[src/urxf_pkg.sv]
package urxf_pkg;

    // receive ring geometry
    localparam int RING_DEPTH = 8;
    localparam int PTR_W      = $clog2(RING_DEPTH);
    localparam int CNT_W      = PTR_W + 1;

    // configuration register indexes
    localparam int CFG_INDEX_W = 4;
    localparam logic [CFG_INDEX_W-1:0] REG_BIT_PERIOD  = 4'd0;
    localparam logic [CFG_INDEX_W-1:0] REG_FIRST_DELAY = 4'd1;

    // reset values of the timing registers
    localparam logic [7:0] BIT_PERIOD_RST  = 8'd32;
    localparam logic [7:0] FIRST_DELAY_RST = 8'd48;

    // received-byte strobe from the deframer
    typedef struct packed {
        logic       done;
        logic [7:0] data;
    } rx_byte_t;

endpackage

[src/urxf_deframer.sv]
module urxf_deframer import urxf_pkg::*; (
    input  logic       aclk,
    input  logic       aresetn,
    input  logic       tick_en,
    input  logic       level,
    input  logic [7:0] bit_period,
    input  logic [7:0] first_delay,
    output rx_byte_t   rx_byte
);

    typedef enum logic [1:0] {
        PH_IDLE      = 2'd0,
        PH_SAMPLE    = 2'd1,
        PH_WAIT_HIGH = 2'd2
    } phase_t;

    phase_t     phase_reg, phase_next;
    logic [7:0] tick_reg, tick_next;
    logic [3:0] bits_reg, bits_next;
    logic [7:0] shift_reg, shift_next;

    logic [7:0] target;
    logic [8:0] tick_inc;

    assign target   = (bits_reg == 4'd0) ? first_delay : bit_period;
    assign tick_inc = {1'b0, tick_reg} + 9'd1;

    always_comb begin
        phase_next   = phase_reg;
        tick_next    = tick_reg;
        bits_next    = bits_reg;
        shift_next   = shift_reg;
        rx_byte.done = 1'b0;
        rx_byte.data = shift_reg;
        case (phase_reg)
            PH_SAMPLE: begin
                // a zero target behaves as one since the count is at least one here
                if (tick_inc >= {1'b0, target}) begin
                    tick_next  = 8'd0;
                    shift_next = {level, shift_reg[7:1]};
                    bits_next  = bits_reg + 4'd1;
                    if (bits_reg + 4'd1 >= 4'd8) begin
                        phase_next = PH_WAIT_HIGH;
                    end
                end else begin
                    tick_next = tick_inc[7:0];
                end
            end
            PH_WAIT_HIGH: begin
                // stop bit not checked, just wait for the line to idle high
                if (level) begin
                    rx_byte.done = 1'b1;
                    phase_next   = PH_IDLE;
                end
            end
            default: begin
                phase_next = PH_IDLE;
                if (!level) begin
                    phase_next = PH_SAMPLE;
                    tick_next  = 8'd0;
                    bits_next  = 4'd0;
                    shift_next = 8'd0;
                end
            end
        endcase
    end

    always_ff @(posedge aclk) begin
        if (!aresetn) begin
            phase_reg <= PH_IDLE;
            tick_reg  <= 8'd0;
            bits_reg  <= 4'd0;
            shift_reg <= 8'd0;
        end else if (tick_en) begin
            phase_reg <= phase_next;
            tick_reg  <= tick_next;
            bits_reg  <= bits_next;
            shift_reg <= shift_next;
        end
    end

endmodule

[src/uart_receiver_with_fifo_unit.sv]
// uart 8n1 receiver with a small receive ring
//
// s_ channel: one transaction per sampling tick of the receive line, carrying
// the line level and a pop request. m_ channel: exactly one result
// transaction per input tick, carrying the popped byte (zero if none), its
// valid flag, the unread count after the tick and a dropped-byte flag.
// cfg channel: writes bit_period (index 0) and first_delay (index 1); it is always ready;
// the user must write it only while the block is idle, and the block does not enforce this.
//
// the tick is worked out in a single pass of logic from the held receiver
// and ring state into the result register.
// throughput is one tick per cycle; a new tick is taken whenever the result
// register is empty or being taken in the same cycle.
// if the receiver of results stalls, s_tready drops and the state holds,
// so no tick is lost. reset clears the deframer to idle, empties the ring
// and restores the timing registers; no clearing pass is needed since ring
// entries are only read after being written.
// a byte finished while the ring holds seven unread bytes is dropped.
module uart_receiver_with_fifo_unit import urxf_pkg::*; (
    input  logic                   aclk,
    input  logic                   aresetn,
    // tick input
    input  logic                   s_tvalid,
    output logic                   s_tready,
    input  logic [7:0]             s_tdata,   // [0] rx_level, [1] pop_req, rest zero
    // result output
    output logic                   m_tvalid,
    input  logic                   m_tready,
    output logic [15:0]            m_tdata,   // [7:0] byte_out, [8] byte_valid,
                                              // [11:9] unread_count, [12] overrun
    // configuration writes
    input  logic                   cfg_valid,
    output logic                   cfg_ready,
    input  logic [CFG_INDEX_W-1:0] cfg_index,
    input  logic [7:0]             cfg_data
);

    logic       tick_acc;
    logic       rx_level, pop_req;
    rx_byte_t   rx_byte;

    logic [7:0] bit_period_reg;
    logic [7:0] first_delay_reg;

    logic [7:0]       ring_reg [RING_DEPTH];
    logic [PTR_W-1:0] wr_slot_reg, wr_slot_next;
    logic [PTR_W-1:0] rd_slot_reg, rd_slot_next;
    logic [PTR_W-1:0] pop_slot;
    logic             push_ok;
    logic             pop_ok;
    logic [CNT_W-1:0] unread;

    logic       m_valid_reg;
    logic [7:0] byte_out_reg, byte_out_next;
    logic       byte_valid_reg;
    logic [2:0] count_reg;
    logic       overrun_reg;

    assign rx_level = s_tdata[0];
    assign pop_req  = s_tdata[1];

    // output register frees up when its content is taken
    assign s_tready = !m_valid_reg || m_tready;
    assign tick_acc = s_tvalid && s_tready;
    assign cfg_ready = 1'b1;

    urxf_deframer u_deframer (
        .aclk        (aclk),
        .aresetn     (aresetn),
        .tick_en     (tick_acc),
        .level       (rx_level),
        .bit_period  (bit_period_reg),
        .first_delay (first_delay_reg),
        .rx_byte     (rx_byte)
    );

    function automatic logic [PTR_W-1:0] slot_inc(input logic [PTR_W-1:0] s);
        return (s == PTR_W'(RING_DEPTH - 1)) ? '0 : s + 1'b1;
    endfunction

    always_comb begin
        // read slot trails the oldest entry by one, equal slots mean full
        push_ok      = rx_byte.done && (wr_slot_reg != rd_slot_reg);
        wr_slot_next = push_ok ? slot_inc(wr_slot_reg) : wr_slot_reg;

        pop_slot     = slot_inc(rd_slot_reg);
        pop_ok       = pop_req && (pop_slot != wr_slot_next);
        rd_slot_next = pop_ok ? pop_slot : rd_slot_reg;

        // byte pushed this tick may be popped in the same tick
        byte_out_next = 8'd0;
        if (pop_ok) begin
            if (push_ok && (pop_slot == wr_slot_reg)) begin
                byte_out_next = rx_byte.data;
            end else begin
                byte_out_next = ring_reg[pop_slot];
            end
        end

        if (wr_slot_next > rd_slot_next) begin
            unread = {1'b0, wr_slot_next} - {1'b0, rd_slot_next} - CNT_W'(1);
        end else begin
            unread = {1'b0, wr_slot_next} + CNT_W'(RING_DEPTH)
                   - {1'b0, rd_slot_next} - CNT_W'(1);
        end
    end

    // ring contents, no reset needed
    always_ff @(posedge aclk) begin
        if (tick_acc && push_ok) begin
            ring_reg[wr_slot_reg] <= rx_byte.data;
        end
    end

    always_ff @(posedge aclk) begin
        if (!aresetn) begin
            wr_slot_reg     <= '0;
            rd_slot_reg     <= PTR_W'(RING_DEPTH - 1);
            m_valid_reg     <= 1'b0;
            bit_period_reg  <= BIT_PERIOD_RST;
            first_delay_reg <= FIRST_DELAY_RST;
        end else begin
            if (cfg_valid && cfg_ready) begin
                case (cfg_index)
                    REG_BIT_PERIOD:  bit_period_reg  <= cfg_data;
                    REG_FIRST_DELAY: first_delay_reg <= cfg_data;
                    default: ;
                endcase
            end
            if (tick_acc) begin
                wr_slot_reg <= wr_slot_next;
                rd_slot_reg <= rd_slot_next;
                m_valid_reg <= 1'b1;
            end else if (m_tready) begin
                m_valid_reg <= 1'b0;
            end
        end
    end

    // result payload
    always_ff @(posedge aclk) begin
        if (tick_acc) begin
            byte_out_reg   <= byte_out_next;
            byte_valid_reg <= pop_ok;
            count_reg      <= unread[2:0];
            overrun_reg    <= rx_byte.done && !push_ok;
        end
    end

    assign m_tvalid = m_valid_reg;
    assign m_tdata  = {3'b000, overrun_reg, count_reg, byte_valid_reg, byte_out_reg};

    // no result straight after reset
    a_reset_empty: assert property (@(posedge aclk) !aresetn |=> !m_tvalid)
        else $error("result valid after reset");

    // a byte is only dropped when the ring is full, one less if the same tick popped
    a_overrun_full: assert property (@(posedge aclk) disable iff (!aresetn)
        (m_tvalid && m_tdata[12]) |->
        (m_tdata[11:9] == (m_tdata[8] ? 3'(RING_DEPTH - 2) : 3'(RING_DEPTH - 1))))
        else $error("overrun reported with room in the ring");

    // a failed pop carries a zero byte
    a_empty_pop_zero: assert property (@(posedge aclk) disable iff (!aresetn)
        (m_tvalid && !m_tdata[8]) |-> (m_tdata[7:0] == 8'd0))
        else $error("non-zero byte without valid flag");

endmodule
[config.mk]
export PLATFORM = sky130hd
export DESIGN_NAME = uart_receiver_with_fifo_unit
export DESIGN_NICKNAME = d
export VERILOG_FILES = /design/src/urxf_pkg.sv /design/src/urxf_deframer.sv /design/src/uart_receiver_with_fifo_unit.sv
export SDC_FILE = /design/constraint.sdc
export NUM_CORES = 1
export LEC_CHECK = 0
export ABC_AREA = 1
export BUFFER_PORTS_ARGS = -buffer_cell sky130_fd_sc_hd__buf_2
export CAP_MARGIN = 10
export CORE_UTILIZATION = 60
export DETAILED_ROUTE_END_ITERATION = 10
export MAX_ROUTING_LAYER = met4
export PLACE_DENSITY_LB_ADDON = 0.25
export SYNTH_ARGS = -nofsm -noshare
export SYNTH_HDL_FRONTEND = slang
export SYNTH_HIERARCHICAL = 1
export SYNTH_SLANG_ARGS = --single-unit
[constraint.sdc]
create_clock -name aclk -period 3.3 [get_ports aclk]
set_clock_uncertainty 0.2 [all_clocks]
set_input_delay 0.165 -clock aclk [delete_from_list [all_inputs] [get_ports aclk]]
set_output_delay 0.165 -clock aclk [all_outputs]
set_load 0.01 [all_outputs]
After elaboration in Yosys (flattened, before gate mapping)
Memories as Yosys holds them, arrays and structs flattened. A register that Yosys moved wholly into a read port is not among the register bits.
Index checks and enable logic that the tools add are counted.
- add/sub/neg operators: 9
- mux-type cells: 25
- bitwise operators: 1
- reduce and logical (&&, ||, !) cells: 17
- $lt $le $gt $ge: 3
- equality and inequality tests: 11
- operator list (cell ; number):
    8-bit 2-to-1 mux ; 4
    8-bit case mux with 2 select lines ; 2
    3-bit 2-to-1 mux ; 5
    3-bit by 1-bit adder with 3-bit output (second input constant) ; 3
    8-bit by 1-bit adder with 9-bit output (second input constant) ; 1
    9-bit by 8-bit greater-or-equal comparator with 1-bit output ; 1
    4-bit logical NOT ; 2
    4-bit 2-to-1 mux ; 2
    4-bit case mux with 2 select lines ; 1
    4-bit AND reduction ; 2
    1-bit 2-to-1 mux ; 7
    3-bit == test (second input constant) ; 2
    2-bit 2-to-1 mux ; 3
    2-bit by 1-bit != test with 1-bit output (second input constant) ; 3
    3-bit != test ; 2
    3-bit by 1-bit subtractor with 3-bit output (second input constant) ; 2
    3-bit subtractor ; 2
    1-bit logical AND ; 5
    4-bit by 1-bit adder with 4-bit output (second input constant) ; 1
    4-bit by 1-bit == test with 1-bit output (second input constant) ; 1
    4-bit greater-or-equal comparator (second input constant) ; 1
    2-bit case mux with 2 select lines ; 1
    2-bit AND reduction ; 2
    3-bit greater-than comparator ; 1
    other kinds (8) ; 10
- RAM bits: 64
- output and inout port bits: 19
- logic and storage cells: 79
- memories: 1
- input bits: 25
- flip-flop bits (word level): 50
- memory list (name ; depth ; width ; rd ports ; clocked after memory_dff ; wr ports ; line ; source):
    ring_reg ; 8 ; 8 ; 1 ; 1 ; 1 ; uart_receiver_with_fifo_unit.sv:45 ; logic [7:0] ring_reg [RING_DEPTH];

Logic depth before layout (Yosys ltp)
Gate-level depths: netlist of run 1.
- depth after elaboration: 10
- gate-level depth with buffers: 20
- mapped depth without buffers: 20

By module
Netlist of run 1, hierarchy kept.
- by module, submodules not included (module ; times used ; area each (um2) ; cells each ; seq. area each (um2)):
    uart_receiver_with_fifo_unit ; 1 ; 4356.7 ; 396 ; 2772.7
    urxf_deframer ; 1 ; 1507.7 ; 200 ; 440.4

Worst setup path before layout of run 1
Ideal clock, no wire load.
- path type: register -> register
- start: register rd_slot_reg[0]
- end: register count_reg[2], data pin
- data required time: 2.848 ns
- path buffers: 1
- library setup time: 0.252 ns
- path slack: 0.340 ns
- arrival: 2.507 ns
- cell stages (with the launch flop): 17
- clock period less this slack: 2.960 ns
- cells stage by stage: dfxtp_1 ha_1 ha_1 clkbuf_1 nand3_1 nand2_1 nand3_4 nand2_4 nand2_1 nand2_1 ha_1 inv_1 fa_1 xnor2_1 inv_1 nand3_2 nand2_1
- cells in the longest elaborated chain, start to end: 9
- elaborated cells between the ends (all ways): 16
- RTL lines (what ; line ; source):
    start, declared ; uart_receiver_with_fifo_unit.sv:47 ; logic [PTR_W-1:0] rd_slot_reg, rd_slot_next;
    start signal, assigned ; uart_receiver_with_fifo_unit.sv:118 ; rd_slot_reg <= PTR_W'(RING_DEPTH - 1);
    start signal, assigned ; uart_receiver_with_fifo_unit.sv:132 ; rd_slot_reg <= rd_slot_next;
    branches (longest 8 deep; another with 3-bit by 1-bit adder with 3-bit output) ; - ;
    3-bit 2-to-1 mux (*) ; uart_receiver_with_fifo_unit.sv:100 ; if (wr_slot_next > rd_slot_next) begin
    named net unread[2] ; uart_receiver_with_fifo_unit.sv:51 ; logic [CNT_W-1:0] unread;
    end signal, assigned ; uart_receiver_with_fifo_unit.sv:145 ; count_reg <= unread[2:0];
    end, declared ; uart_receiver_with_fifo_unit.sv:56 ; logic [2:0] count_reg;
Mark *: on every way through the listed nets, which the timed path passes.
A chain may end at the register's enable or synchronous reset.

Worst setup path after layout of run 1
- start: register wr_slot_reg[0]
- end: register count_reg[2], data pin
- cells in the longest elaborated chain, start to end: 9
- elaborated cells between the ends (all ways): 16
- RTL lines (what ; line ; source):
    start, declared ; uart_receiver_with_fifo_unit.sv:46 ; logic [PTR_W-1:0] wr_slot_reg, wr_slot_next;
    start signal, assigned ; uart_receiver_with_fifo_unit.sv:131 ; wr_slot_reg <= wr_slot_next;
    3-bit by 1-bit adder with 3-bit output (tied with other cells) ; uart_receiver_with_fifo_unit.sv:78 ; return (s == PTR_W'(RING_DEPTH - 1)) ? '0 : s + 1'b1;
    3-bit 2-to-1 mux or 1-bit logical AND (tied branches) ; uart_receiver_with_fifo_unit.sv:78, uart_receiver_with_fifo_unit.sv:83 ;
    3-bit 2-to-1 mux (*) ; uart_receiver_with_fifo_unit.sv:84 ; wr_slot_next = push_ok ? slot_inc(wr_slot_reg) : wr_slot_reg;
    named net wr_slot_next[0] ; uart_receiver_with_fifo_unit.sv:46 ;
    branches (longest 5 deep; another with 3-bit by 1-bit adder with 3-bit output) ; - ;
    3-bit 2-to-1 mux (*) ; uart_receiver_with_fifo_unit.sv:100 ;
    named net unread[2] ; uart_receiver_with_fifo_unit.sv:51 ;
Marked as above.

==> results.toml, run 1 <==
[timing]
finalHoldViolCount = 0
fmax_mhz = 323
setup_viol = 0
relSlewSlack_pct = 47.3
tightest_slew_ns = 0.787
rsz0062_at_grt = "no"
finalMaxSlewViolations = 0
period_share_pct = 94.0
min_period_ns = 3.10
setup_tns_ns = 0
fin_ws_ns = 0.199

[clocking]
path_clk_slew_ns = 0.06
root_buffer = "clkbuf_8"
cts_buffer_depth = 2
post_cts_buffers = 0
cts_made_buffers = 17
clk_latency_ns = 0.51
cts_sinks = 122
h-tree-depth = 4
cts_tree = "done"

[logic_synthesis]
syn_avg_cell_area_um2 = 9.84
synth-edff-count = 77
yosysUniqueCellTypes = 43
syn_inst = 596
seq_area_frac_synth_pct = 54.8
ys_ff_latch = 122
async_reset_ff_share_pct = 0
synth_flop_cell = "edfxtp_1"
syn_area_mm2 = 0.00586
ys_warn_count = 6

[grt]
grt_pass1_vias = 4466
overflow = 0
grt_max_degree = 34
antenna_found_initial = 0
grt_pass1_wl_mm = 21.5
track_usage_pct = 29.1

[layout]
seqCellArea_mm2 = 0.00321
final_cell_mix = "100 x nand2_1, 92 x nor2_1, 77 x edfxtp_1, 45 x o21ai_0, 44 x dfxtp_1"
nNetsFinal = 700
layout_commonest_cell = "nand2_1"
multiInputGateArea_mm2 = 0.00231
drive_above_1_share_pct = 18.8
largest_reg_flops = 64
diodes = 0
nFillCells = 644
area_growth_pct = 17.8

[power]
power_switching_mw = 1.23
leakage_nw = 2.79
seq_power_share_pct = 41.4
finalPower_mw = 4.31
powerDensity_mw_per_mm2 = 624
pwr-share-clk_pct = 41.9
swShare_pct = 28.6
p_comb_share_pct = 16.7
ir_worst_vdd_v = 0.000381
p_int_mw = 3.08

[detailed_routing]
wirelength_mm = 13.2
routedWlPerCell_um = 16.5
first_iter_violations = 254
via_count = 4507
ant_nets = 0
drc = 0
dr.pass1.iters = 5
vias_per_cell = 5.65

[critical_path]
worst_ep_required_time_ns = 3.37
r2r_setup_slack_ns = 0.20
slowest_delay_ns = 0.41
crit_start = "wr_slot_reg[0]$_SDFFE_PN0P_"
path_buf_inv = 2
reg2reg_depth = 18
crit_path_start_kind = "register"
worstPathCellList = "ha_1 > ha_1 > nor2_1 > nand3_1 > nand2_2 > nand2_2 > nand2_2 > nand3_4 > nand2_4 > nand2_1 > nand2_1 > ha_1 > inv_1 > fa_1 > xnor2_2 > inv_1 > nand3_2 > nand2_1"
worst_r2r_endpoint = "count_reg[2]$_DFFE_PP_"
end_kind = "register"
crit_end = "count_reg[2]$_DFFE_PP_"
critical_path_depth = 18
path_class = "reg -> reg"
cp.arrival_ns = 3.17
cp_slowest_cell = "fa_1"
path_delay_family = "adder cells"
cp_max_fo = 6
r2r_start = "wr_slot_reg[0]$_SDFFE_PN0P_"

[floorplanning]
fp.coreArea_mm2 = 0.00937
io_pins = 44
core.rowCount = 35
die_x_um = 101
die_h_um = 101
initial_utilization_pct = 62.6
die-area_mm2 = 0.0102

[placed_design]
portBuffers = 33
post-place-ws_ns = 0.223
dp_hpwl_mm = 7.93
gp_congestion = 0.872

[run_status]
status = "finished clean"

[flow_run]
drv_cap = 0

[min_path]
min_path_type = "in -> reg"
power groups by stage:
stage / clock (mW) / combinational, mW / sequential, mW
finish: 1.80 / 0.718 / 1.79
global placement: 0 / 0.654 / 1.81
global route: 1.88 / 0.793 / 1.80
floorplan: 0 / 0.517 / 1.81
detailed placement: 0 / 0.684 / 1.81
CTS: 1.81 / 0.709 / 1.78
layer usage:
metal	routed length [um]	vias up	part of all wire (%)	track usage (%)
met5	0	-	0	-
met4	269	0	2.0	11.9
met3	759	31	5.8	5.41
met2	6730	174	51	49.0
met1	5420	2140	41	34.5
li1	-	2162	-	-
how the worst min path moves through the flow:
stage	slack, ns	depth (start not counted)	start	end
after floorplan	0.08	2	cfg_data[4]	first_delay_reg[4]$_SDFFE_PN1P_
final	0.08	7	cfg_index[3]	bit_period_reg[2]$_SDFFE_PN0P_
after global routing	0.1	6	cfg_valid	bit_period_reg[1]$_SDFFE_PN0P_
after detailed placement	0.21	3	cfg_data[5]	first_delay_reg[5]$_SDFFE_PN1P_
after global placement	0.19	3	cfg_data[4]	first_delay_reg[4]$_SDFFE_PN1P_
after CTS	0.008	7	cfg_index[2]	bit_period_reg[5]$_SDFFE_PN1P_
Yosys cell counts, drive strengths merged (10+ instances only):
master / instances / area [um^2]
nand3: 42 / 263
inv: 44 / 165
mux2i: 11 / 110
clkbuf: 12 / 45.0
ha: 18 / 225
buf: 15 / 140
o21ai: 46 / 230
nand2: 113 / 477
a211oi: 10 / 115
dfxtp: 45 / 901
nor2: 95 / 374
edfxtp: 77 / 2310
a21oi: 26 / 145
o221ai: 16 / 140
metrics by stage:
step           hold WS [ns]  utilization, %  cell area, um^2  instances
2_1_floorplan        0.0782               -             5870        598
3_3_place_gp          0.190            65.1             6100        745
3_5_place_dp          0.205            65.1             6100        745
4_1_cts             0.00806            73.6             6900        798
5_1_grt              0.0951            73.7             6910        798
6_report             0.0757            73.7             6910        798
worst register-to-register path, stage by stage (launching register included):
cell     delay [ns]
dfxtp_1        0.37
ha_1           0.24
ha_1           0.19
nor2_1         0.13
nand3_1        0.13
nand2_2        0.12
nand2_2        0.07
nand2_2        0.09
nand3_4        0.11
nand2_4        0.08
nand2_1        0.06
nand2_1        0.08
ha_1           0.15
inv_1          0.05
fa_1           0.41
xnor2_2        0.19
inv_1          0.07
nand3_2        0.07
nand2_1        0.05
cell type report:
| type | instances | area share [%] |
|---|---|---|
| tap | 129 | 2.34 |
| multi-input combinational | 404 | 33.5 |
| inverter | 45 | 2.45 |
| timing repair buffer | 66 | 6.74 |
| clock inverter | 15 | 2.43 |
| sequential | 122 | 46.5 |
| clock buffer | 17 | 6.00 |
repair_timing:
action                                  in CTS  in global routing
hold endpoints to repair                    36                  0
gates resized for setup                      0                  4
endpoints found under the setup margin       0                  1
hold buffers                                21                  0
cell families (layout without fill, tap and decap cells):
kind of cell / after synthesis / in the layout / synth area share (%)
other cells: 2 / 4 / 0.128
compound gates: 99 / 99 / 10.9
buf+inv: 72 / 143 / 6.04
fa+ha+maj: 19 / 19 / 4.18
flops: 122 / 122 / 54.8
simple gates: 257 / 257 / 19.8
mux: 12 / 12 / 2.07
xor+xnor: 13 / 13 / 2.07
Power figures use the tool's default switching activity.
==> inputs of run 2 (changes only) <==
ABC_AREA = default   (was 1)
SKIP_LAST_GASP = 1   (was default)
==> run 2 against run 1 <==
Clock power is essentially flat. Combinational power shrank 3.9%. Setup slack lost 0.15 ns. Largest power group unchanged.
==> results.toml, run 2 <==
[critical_path]
cp.arrival_ns = 3.32
end_kind = "register"
slowest_delay_ns = 0.52
worstPathCellList = "buf_4 > xor2_1 > o31ai_2 > mux2i_1 > buf_4 > xnor2_2 > o21ai_4 > mux2i_1 > ha_2 > inv_2 > fa_2 > inv_2"
reg2reg_depth = 12
worst_r2r_endpoint = "count_reg[1]$_DFFE_PP_"
worst_ep_required_time_ns = 3.38
r2r_start = "wr_slot_reg[0]$_SDFFE_PN0P_"
cp_max_fo = 5
r2r_setup_slack_ns = 0.05
path_class = "reg -> reg"
crit_path_start_kind = "register"
cp_slowest_cell = "fa_2"

[layout]
drive_above_1_share_pct = 30.0
largest_reg_flops = 64
nNetsFinal = 604
diodes = 0
design_area_mm2 = 0.00730
area_growth_pct = 24.1
fin_util_pct = 77.9
layout_commonest_cell = "edfxtp_1"
final_cell_mix = "77 x edfxtp_1, 49 x buf_4, 44 x mux2i_1, 40 x nand2_1, 39 x dfxtp_1"

[logic_synthesis]
synth-edff-count = 77
syn_area_mm2 = 0.00588
seq_area_frac_synth_pct = 54.6
synth_flop_cell = "edfxtp_1"
async_reset_ff_share_pct = 0
synth_common_cells = "77 x edfxtp_1, 45 x dfxtp_1, 44 x mux2i_1, 40 x nand2_1, 20 x nor2_1"
syn_avg_cell_area_um2 = 12.5
yosysMostFrequentCell = "edfxtp_1"
yosysUniqueCellTypes = 65
yosysTopAreaCellShare_pct = 39.3
netlist_top_cells_area = "edfxtp_1 39%, dfxtp_1 15%, mux2i_1 7.5%, mux4_2 6.1%, ha_1 3.8%"
synth.largest_area_cell = "edfxtp_1"
ys_warn_count = 6
syn_inst = 469
ys_ff_latch = 122

[timing]
min_period_ns = 3.25
finalHoldViolCount = 0
relSlewSlack_pct = 58.0
fmax_mhz = 308
finalMaxSlewViolations = 0
tightest_slew_ns = 0.631
fin_ws_ns = 0.0541
setup_viol = 0
setup_tns_ns = 0
rsz0062_at_grt = "yes"
period_share_pct = 98.4

[flow_run]
drv_cap = 0

[placed_design]
gp_congestion = 0.876
placed_area_mm2 = 0.00631
portBuffers = 33
post-place-ws_ns = -0.0673
dp_hpwl_mm = 8.02

[clocking]
h-tree-depth = 4
cts_buffer_depth = 2
cts_tree = "done"
cts_sinks = 122
clk_latency_ns = 0.51
path_clk_slew_ns = 0.06
root_buffer = "clkbuf_8"
cts_made_buffers = 17

[min_path]
whs_endpoint = "first_delay_reg[7]$_SDFFE_PN0P_"
hp-start = "cfg_index[0]"
min_path_type = "in -> reg"
min_path_cells = 4

[power]
power_switching_mw = 1.12
ir_worst_vdd_v = 0.000357
leakage_nw = 2.81
finalPower_mw = 4.20
swShare_pct = 26.6
powerDensity_mw_per_mm2 = 576
p_int_mw = 3.09
p_comb_share_pct = 16.4
seq_power_share_pct = 40.4
pwr-share-clk_pct = 43.2

[floorplanning]
die-area_mm2 = 0.0102
core.rowCount = 35
initial_utilization_pct = 62.7
fp.coreArea_mm2 = 0.00937
die_x_um = 101
io_pins = 44
die_h_um = 101

[grt]
grt_pass1_vias = 4152
antenna_found_initial = 0
grt_pass1_wl_mm = 20.4
grt_max_degree = 60
track_usage_pct = 27.6
overflow = 0

[run_status]
status = "finished clean"

[detailed_routing]
routedWlPerCell_um = 20.1
ant_nets = 0
vias_per_cell = 6.00
drc = 0
wirelength_mm = 14.1
dr.pass1.iters = 6
via_count = 4213
first_iter_violations = 306
-- run 2: worst max-delay path, delay by kind of cell, from the launching register on --
family | cells | cell delay [ns]
multiplexers | 2 | 0.49
flip-flops | 1 | 0.36
buffers and inverters | 4 | 0.39
XOR/XNOR | 2 | 0.33
adder cells (fa/ha/maj) | 2 | 0.71
AO/OA/AOI/OAI | 2 | 0.56
-- run 2: power groups by stage --
stage / registers [mW] / logic (mW) / clock network (mW)
2_1_floorplan: 1.74 / 0.398 / 0
5_1_grt: 1.70 / 0.738 / 1.89
6_report: 1.70 / 0.690 / 1.81
4_1_cts: 1.69 / 0.608 / 1.81
3_3_place_gp: 1.72 / 0.564 / 0
3_5_place_dp: 1.72 / 0.576 / 0
-- run 2: timing repair --
item	CTS	global route
hold buffers	18	0
endpoints found under the setup margin	2	10
gates resized for setup	3	29
endpoints found under the hold margin	29	0
pin swaps	2	9
buffers inserted	5	8
-- run 2: area by class of cell --
cell class / instances / area [um^2]
clock buffer: 17 / 414
clock inverter: 15 / 165
fill: 543 / 2070
inverter: 17 / 66.3
multi-input combinational: 301 / 2540
sequential: 122 / 3230
tap: 129 / 161
timing repair buffer: 101 / 724
-- run 2: worst max-delay path by stage --
stage,cells after the start,startpoint,end,slack (ns)
3_3_place_gp,12,rd_slot_reg[1]$_SDFFE_PN1P_,count_reg[2]$_DFFE_PP_,0.04
3_5_place_dp,12,wr_slot_reg[1]$_SDFFE_PN0P_,count_reg[2]$_DFFE_PP_,-0.07
4_1_cts,13,u_deframer/phase_reg[0]$_SDFFE_PN0P_,count_reg[2]$_DFFE_PP_,0.002
5_1_grt,14,u_deframer/phase_reg[0]$_SDFFE_PN0P_,count_reg[1]$_DFFE_PP_,-0.08
2_1_floorplan,15,u_deframer/phase_reg[0]$_SDFFE_PN0P_,count_reg[2]$_DFFE_PP_,0.006
6_report,12,wr_slot_reg[0]$_SDFFE_PN0P_,count_reg[1]$_DFFE_PP_,0.05
-- run 2: per-stage QoR --
stage	hold WS, ns	cells
floorplan	0.0901	471
global placement	0.195	639
detailed placement	0.198	639
CTS	0.116	694
global route	0.225	702
finish	0.189	702
-- run 2: kinds of logic after synthesis --
logic type	count (synthesis)	synth area share, %
compound gates	59	7.60
xor+xnor	15	2.49
fa+ha+maj	19	4.17
buf+inv	48	4.26
flops	122	54.6
mux	64	14.4
other cells	2	0.128
simple gates	140	12.3
-- run 2: metal layers --
metal | GRT usage [%] | part of all wire (%) | vias up
li1 | - | - | 1925
met1 | 31.9 | 38 | 2041
met2 | 45.7 | 52 | 207
met3 | 6.31 | 6.3 | 40
met4 | 13.0 | 3.2 | 0
met5 | - | 0 | -
==> inputs of run 3 (changes only) <==
clock period = 3.66 ns   (was 3.3 ns; I/O delays follow)
==> run 3 against run 2 <==
Hold slack got worse by 0.16 ns. Setup slack improved by 0.17 ns. Register-to-register slack improved by 0.17 ns. Utilization fell by 3.9 points. Critical endpoint is now count_reg[2]$_DFFE_PP_. Clock power fell by 14%. Combinational power fell by 23%. Via count fell by 6.3%. Sequential power fell by 11%.
==> results.toml, run 3 (synthesized netlist as in run 2, its figures left out) <==
[run_status]
status = "finished clean"

[grt]
overflow = 0
grt_pass1_wl_mm = 19.0
grt_pass1_vias = 3845
track_usage_pct = 25.6
grt_max_degree = 34
antenna_found_initial = 0

[detailed_routing]
ant_nets = 0
first_iter_violations = 159
route.met2.wl_mm = 6.04
vias_per_cell = 5.86
via_count = 3948
highest_layer = "met4"
wl_met3_um = 518
wirelength_mm = 11.7
drc = 0
drt-met1-wl_mm = 4.90
routedWlPerCell_um = 17.3
dr.pass1.iters = 4

[floorplanning]
die-area_mm2 = 0.0102
die_x_um = 101
fp.coreArea_mm2 = 0.00937
core.rowCount = 35
die_h_um = 101
io_pins = 44
initial_utilization_pct = 62.7

[critical_path]
cp.arrival_ns = 3.50
path_buf_inv = 2
cp_max_fo = 10
cp_slowest_cell = "or3b_2"
r2r_setup_slack_ns = 0.22
worstPathCellList = "inv_1 > ha_1 > and2_2 > or3b_2 > o311a_1 > nand3b_1 > nand4_2 > o21ai_2 > mux2i_1 > ha_1 > inv_1 > fa_1 > xor2_1"
path_delay_family = "simple AND/OR/NAND/NOR gates"
slowest_delay_ns = 0.46
crit_path_start_kind = "register"
worst_ep_required_time_ns = 3.72
end_kind = "register"
path_class = "reg -> reg"

[layout]
drive_above_1_share_pct = 23.9
diodes = 0
fin_util_pct = 74.0
nNetsFinal = 576
area_growth_pct = 17.9
final_cell_mix = "77 x edfxtp_1, 44 x mux2i_1, 44 x dfxtp_1, 40 x nand2_1, 33 x buf_2"
largest_reg_flops = 64
layout_commonest_cell = "edfxtp_1"

[power]
leakage_nw = 2.66
powerDensity_mw_per_mm2 = 520
ir_worst_vdd_v = 0.000341

[clocking]
clk_latency_ns = 0.52
path_clk_slew_ns = 0.06
cts_buffer_depth = 2
h-tree-depth = 4
cts_sinks = 122
root_buffer = "clkbuf_8"
cts_tree = "done"
cts_made_buffers = 17

[timing]
min_period_ns = 3.44
tightest_slew_ns = 0.789
finalMaxSlewViolations = 0
setup_tns_ns = 0
period_share_pct = 93.9
fmax_mhz = 291
finalHoldViolCount = 0
rsz0062_at_grt = "no"
relSlewSlack_pct = 47.2
setup_viol = 0

[placed_design]
gp_congestion = 0.895
portBuffers = 33
dp_hpwl_mm = 7.55

[min_path]
min_path_type = "in -> reg"

[flow_run]
drv_cap = 0
-- run 3: cell types whose count changed in the layout (fill, tap and decap cells not counted), moves of 3 or more --
cell / delta
buf_4: -24
dfxtp_1: +5
dfxtp_4: -3
dlygate4sd3_1: -3
ha_1: +6
ha_4: -4
-- run 3: cell type report --
cell class / count / area [um^2]
Clock buffer: 17 / 414
Inverter: 17 / 66.3
Fill cell: 616 / 2440
Sequential cell: 122 / 3210
Clock inverter: 15 / 139
Multi-Input combinational cell: 301 / 2430
Tap cell: 129 / 161
Timing Repair Buffer: 73 / 503
-- run 3: path summary, 6_finish.rpt --
kind | startpoint | endpoint | depth (start not counted)
setup reg to reg | u_deframer/phase_reg[0]$_SDFFE_PN0P_ | count_reg[2]$_DFFE_PP_ | 13
setup / recovery | u_deframer/phase_reg[0]$_SDFFE_PN0P_ | count_reg[2]$_DFFE_PP_ | 13
hold reg to reg | u_deframer/tick_reg[1]$_SDFFE_PN0P_ | u_deframer/tick_reg[1]$_SDFFE_PN0P_ | 2
hold / removal | cfg_index[0] | bit_period_reg[5]$_SDFFE_PN1P_ | 5
-- run 3: routing by layer --
metal | vias to the layer above | GRT usage (%)
li1 | 1875 | -
met1 | 1943 | 31.2
met2 | 108 | 41.3
met3 | 22 | 5.96
met4 | 0 | 10.5
met5 | - | -
-- run 3: repair_timing --
item | 4_1_cts | 5_1_grt
setup buffers | 0 | 1
hold endpoints to repair | 26 | 0
pin swaps | 0 | 1
hold buffers | 15 | 0
setup endpoints to repair | 1 | 2
gates resized for setup | 1 | 2
cloned | 0 | 0
-- run 3: worst register-to-register path, cell delays in order, from the launching register on --
cell and delay [ns]:
dfxtp_1 0.32, inv_1 0.06, ha_1 0.17, and2_2 0.26, or3b_2 0.46, o311a_1 0.18
nand3b_1 0.17, nand4_2 0.13, o21ai_2 0.25, mux2i_1 0.22, ha_1 0.16, inv_1 0.05
fa_1 0.37, xor2_1 0.17
-- run 3: power breakdown --
part           total, mW  internal (mW)  switching (mW)  leakage [nW]
clock               1.55          0.911           0.637         0.272
sequential          1.52           1.51          0.0158          1.06
combinational      0.533          0.240           0.294          1.32
-- run 3: per-stage QoR --
stage / power, mW / worst slack [ns] / instances / hold slack (ns) / cell area [um^2]
after global routing: 3.73 / 0.0556 / 674 / 0.0258 / 6930
after floorplan: 1.93 / 0.250 / 471 / 0.108 / 5890
after CTS: 3.62 / 0.108 / 673 / 0.00326 / 6920
final: 3.60 / 0.222 / 674 / 0.0270 / 6930
after detailed placement: 2.06 / 0.146 / 626 / 0.214 / 6210
after global placement: 2.05 / 0.261 / 626 / 0.213 / 6210
